$ cat config.mk
export PLATFORM = sky130hd
export DESIGN_NAME = rmq_div_step
export DESIGN_NICKNAME = d
export VERILOG_FILES = /design/src/rtl/rmq_pkg.sv /design/src/rtl/rmq_div_step.sv
export SDC_FILE = /design/constraint.sdc
export NUM_CORES = 1
export LEC_CHECK = 0
export BUFFER_PORTS_ARGS = -buffer_cell sky130_fd_sc_hd__buf_4
export CORE_MARGIN = 3
export CORE_UTILIZATION = 45
export DETAILED_ROUTE_END_ITERATION = 8
export PLACE_DENSITY = 0.95
export SETUP_SLACK_MARGIN = 0.05
export SLEW_MARGIN = 0
export SYNTH_ARGS = -nofsm -noshare
export SYNTH_HDL_FRONTEND = slang
export SYNTH_SLANG_ARGS = --single-unit
$ cat constraint.sdc
create_clock -name vclk -period 2.75
set_input_delay 0.275 -clock vclk [all_inputs]
set_output_delay 0.275 -clock vclk [all_outputs]
set_load 0.1 [all_outputs]
$ cat src/rtl/rmq_pkg.sv
package rmq_pkg;

   localparam int FRAC_BITS = 14;

   // Stage map: front end, one stage per root digit, divider setup,
   // one stage per quotient bit, output formatting.
   localparam int SQRT_STEPS = 16;
   localparam int DIV_STEPS  = 16;
   localparam int PREP_STAGE = SQRT_STEPS + 1;
   localparam int OUT_STAGE  = PREP_STAGE + DIV_STEPS + 1;
   localparam int NUM_STAGES = OUT_STAGE + 1;

   localparam logic [1:0] BR_TRACE  = 2'd0;
   localparam logic [1:0] BR_PIVOT0 = 2'd1;
   localparam logic [1:0] BR_PIVOT1 = 2'd2;
   localparam logic [1:0] BR_PIVOT2 = 2'd3;

   localparam logic [14:0] TOL_RESET = 15'd16;

   typedef struct packed {
      logic [17:0] rem;
      logic [15:0] qt;
   } div_state_type;

   typedef struct packed {
      logic [1:0]        code;
      logic [31:0]       rad;
      logic [17:0]       srem;
      logic [15:0]       root;
      logic [2:0][16:0]  num;
      logic [16:0]       dvs;
      logic [15:0]       pivot;
      logic [2:0]        neg;
      logic [2:0]        zero;
      logic [2:0]        sat;
      logic [2:0][30:0]  mag;
      logic [2:0][17:0]  rem;
      logic [2:0][15:0]  qt;
      logic [3:0][15:0]  quat;
   } stage_type;

endpackage

$ cat src/rtl/rmq_div_step.sv
module rmq_div_step (
   input  rmq_pkg::div_state_type st_in,
   input  logic                   bit_in,
   input  logic [16:0]            dvs,
   output rmq_pkg::div_state_type st_out
);

   logic [17:0] rem_sh;

   always_comb begin
      rem_sh = {st_in.rem[16:0], bit_in};
      if (rem_sh >= {1'b0, dvs}) begin
         st_out.rem = rem_sh - {1'b0, dvs};
         st_out.qt  = {st_in.qt[14:0], 1'b1};
      end else begin
         st_out.rem = rem_sh;
         st_out.qt  = {st_in.qt[14:0], 1'b0};
      end
   end

endmodule
Yosys cells after proc, flatten, opt, wreduce, memory -nomap -nowiden --
Cells that the tools add are included. W data, S select, Z words.
Word-level totals: flip-flop bits (word level) 0, logic and storage cells 3, bits of input ports 52, output and inout bits 34
Operators by class: $lt $le $gt $ge 1, mux-type cells 1, $add $sub $neg 1
Operator list (count):
- $mux W34 | 1
- $ge A18 B17 Y1 | 1
- $sub A18 B17 Y18 | 1

Depth between registers and ports, before layout --
depth after elaboration 2, gate-level depth with buffers 11, mapped depth without buffers 10

Worst setup path before layout --
No wires, ideal clock.
path type input to output, from input bit_in, to output st_out[21] in the netlist's numbering, required time 2475 ps, buffers on the path 1, cell stages on the path 10, setup slack -1131 ps, arrival time 3606 ps, cells stage by stage inv_1 > ha_1 > inv_1 > fa_1 > a21o_1 > a221o_1 > o21ai_2 > a21oi_4 > buf_2 > a21oi_1
RTL lines:
- start: declaration | RTL line rmq_div_step.sv:3 | input logic bit_in,
- end: declaration | RTL line rmq_div_step.sv:5 | output rmq_pkg::div_state_type st_out

==> results.md <==
- Outcome: finished with violations
- Failing checks: design-rule violations, negative setup slack
- Worst Setup Path Type: in2out
- Routed met3 length: 743 µm
- Worst slew pin tran: 0.437 ns
- Share of layout cells above drive strength 1: 53.7%
- Top routing layer used: met4
- Syn nets: 263
- WHS: 0.550 ns
- # diodes: 0
- Final Cycle Share: 105%
- Cell Chain, Critical Path: buf_12 -> inv_12 -> ha_4 -> inv_2 -> fa_2 -> a21o_1 -> a221o_2 -> o21ai_4 -> a21oi_4 -> buf_12 -> a41oi_4 -> buf_12
- Die height: 59.1 µm
- Syn Inst Count: 193
- Row count: 18
- Min Tclk post-route: 2.89 ns
- Hold Crit Class: in2out
- Part of the power in the clock network: 0%
- Final HPWL DP: 3160 µm
- Combinational fraction of design power: 100.0%
- Relative slew slack: 70.8%
- GRT overflow: 0
- Synth top cells by count: a21oi_1 (28), inv_1 (25), nor2_1 (22)
- Seq pwr share: 0%
- Register area share after synthesis: 0%
- Register area: 0 µm²
- Seq Cell Count: 0
- Routed vias: 2026
- MaxCap Viol Count: 0
- Final Wtd Congestion: 0.879
- Antenna Nets Post-Route: 0
- Drt first-iter violations: 266
- Fmax: 346 MHz
- Hold Vio Cnt, Final: 0
- Reported net switching power: 0.000929 W
- Crit path capture type: output port
- Post-Syn Area: 1270 µm²
- Crit-path max cell delay: 0.46 ns
- DRC Markers: 1
- Synth top area share: 16.7%
- Setup-failing EPs final: 18
- Met1 WL: 2310 µm
- Die Width: 59.1 µm
- CP arrival: 2.61 ns
- Total Power: 0.00147 W
- Vias in the first global route: 1849
- Io pins: 86
- Post-Route WL: 7240 µm
- Avg Cell Area, Syn: 6.58 µm²
- Placed insts: 277
- Sw frac: 63.0%
- NumNets Final: 329
- Cell taking the most area after synthesis: ha_1
- Pre-CTS WS: -0.199 ns
- P per Cell Area: 599 nW/µm²
- Largest net degree at the start of global routing: 8
- Max IR drop VDD: 0.704 mV
- Overall die area: 3500 µm²
- WP data required: 2.48 ns
- CP bufs+invs: 5
- Initial Util: 49.0%
- Clock buffers: 0
- Core area: 2590 µm²
- Yosys warning total: 0
- Leak: 1.09 nW
- Final Non-Filler Cells: 287
- # fillers: 67
- Synth top area cells: ha_1 (17%), a21oi_1 (11%), buf_4 (9.5%)
- Global-route wire length before repair: 8880 µm
- CP max FO: 6
- Worst setup margin: -0.136 ns
- Routed len/inst: 25.2 µm
- Total GRT Usage: 32.5%
- Hold_buf cts: 0
- Port bufs: 54
- Int Power: 0.000546 W
- DRT Pass-1 Iters: 9
- Metal2 WL: 3440 µm
- Vias per cell: 7.06
- Top-count cell post-synth: a21oi_1
- CP max-delay cell: a221o_2
- Initial antenna violation count: 0
- Synth cell types: 41
- RSZ-0062 raised after global routing: true
- Max-slew violation count: 0
- CP top delay family: compound AO/OA/AOI/OAI gates
- CP dominant cell by count: buf_12
- CP Launch Type: input port
- Area growth syn-to-layout: 93.8%
-- worst paths after layout --
kind / to / start / depth (start not counted)
max: st_out[25] / bit_in / 12
min: st_out[10] / st_in[9] / 0
-- area by class of cell --
class / instances / area (µm²) / share of cell area (%)
multi-input combinational: 150 / 1430 / 58.1
timing repair buffer: 82 / 888 / 36.1
inverter: 25 / 106 / 4.32
tap: 30 / 37.5 / 1.53
-- cells in the final DEF (no fill, tap or decap), types with 10 or more instances in the layout --
cell type and n:
buf_4 55, a21oi_1 14, nand2_1 10, inv_1 23, buf_12 18, ha_1 12
nor2_4 13, a21oi_4 15
-- repair_timing --
item | in CTS | in global routing
endpoints found under the setup margin | 18 | 19
gates cloned | 2 | 0
gates resized for setup | 68 | 40
buffers inserted | 4 | 4
pin swaps | 10 | 9
-- power groups by stage --
stage | Combinational, W | Clock [W] | Sequential (W)
detailed placement | 0.00109 | 0 | 0
global placement | 0.00108 | 0 | 0
finish | 0.00147 | 0 | 0
CTS | 0.00129 | 0 | 0
global route | 0.00151 | 0 | 0
floorplan | 0.000964 | 0 | 0
-- cells by family (layout without fill, tap and decap cells) --
logic type | after synthesis | in the layout | synth area share, %
multiplexers | 3 | 3 | 2.66
XOR/XNOR | 13 | 13 | 8.97
buffers and inverters | 44 | 107 | 18.5
adder cells (fa/ha/maj) | 18 | 18 | 18.3
AND/OR/NAND/NOR | 53 | 53 | 19.8
AO/OA/AOI/OAI | 62 | 63 | 31.7
-- per-stage QoR --
step	setup TNS (ns)	utilization (%)	cell area, µm²
after floorplan	-0.270	-	1490
after global placement	-1.73	74.4	1930
after detailed placement	-2.74	74.4	1930
after CTS	0	87.1	2260
after global routing	-2.05	95.0	2460
final	-1.63	95.0	2460
-- per-layer routing --
metal | global-route usage, % | up-vias
met5 | 0 | -
met4 | 14.2 | 0
met3 | 6.10 | 96
met2 | 60.1 | 227
met1 | 35.4 | 901
li1 | - | 802
Power figures use the tool's default switching activity.
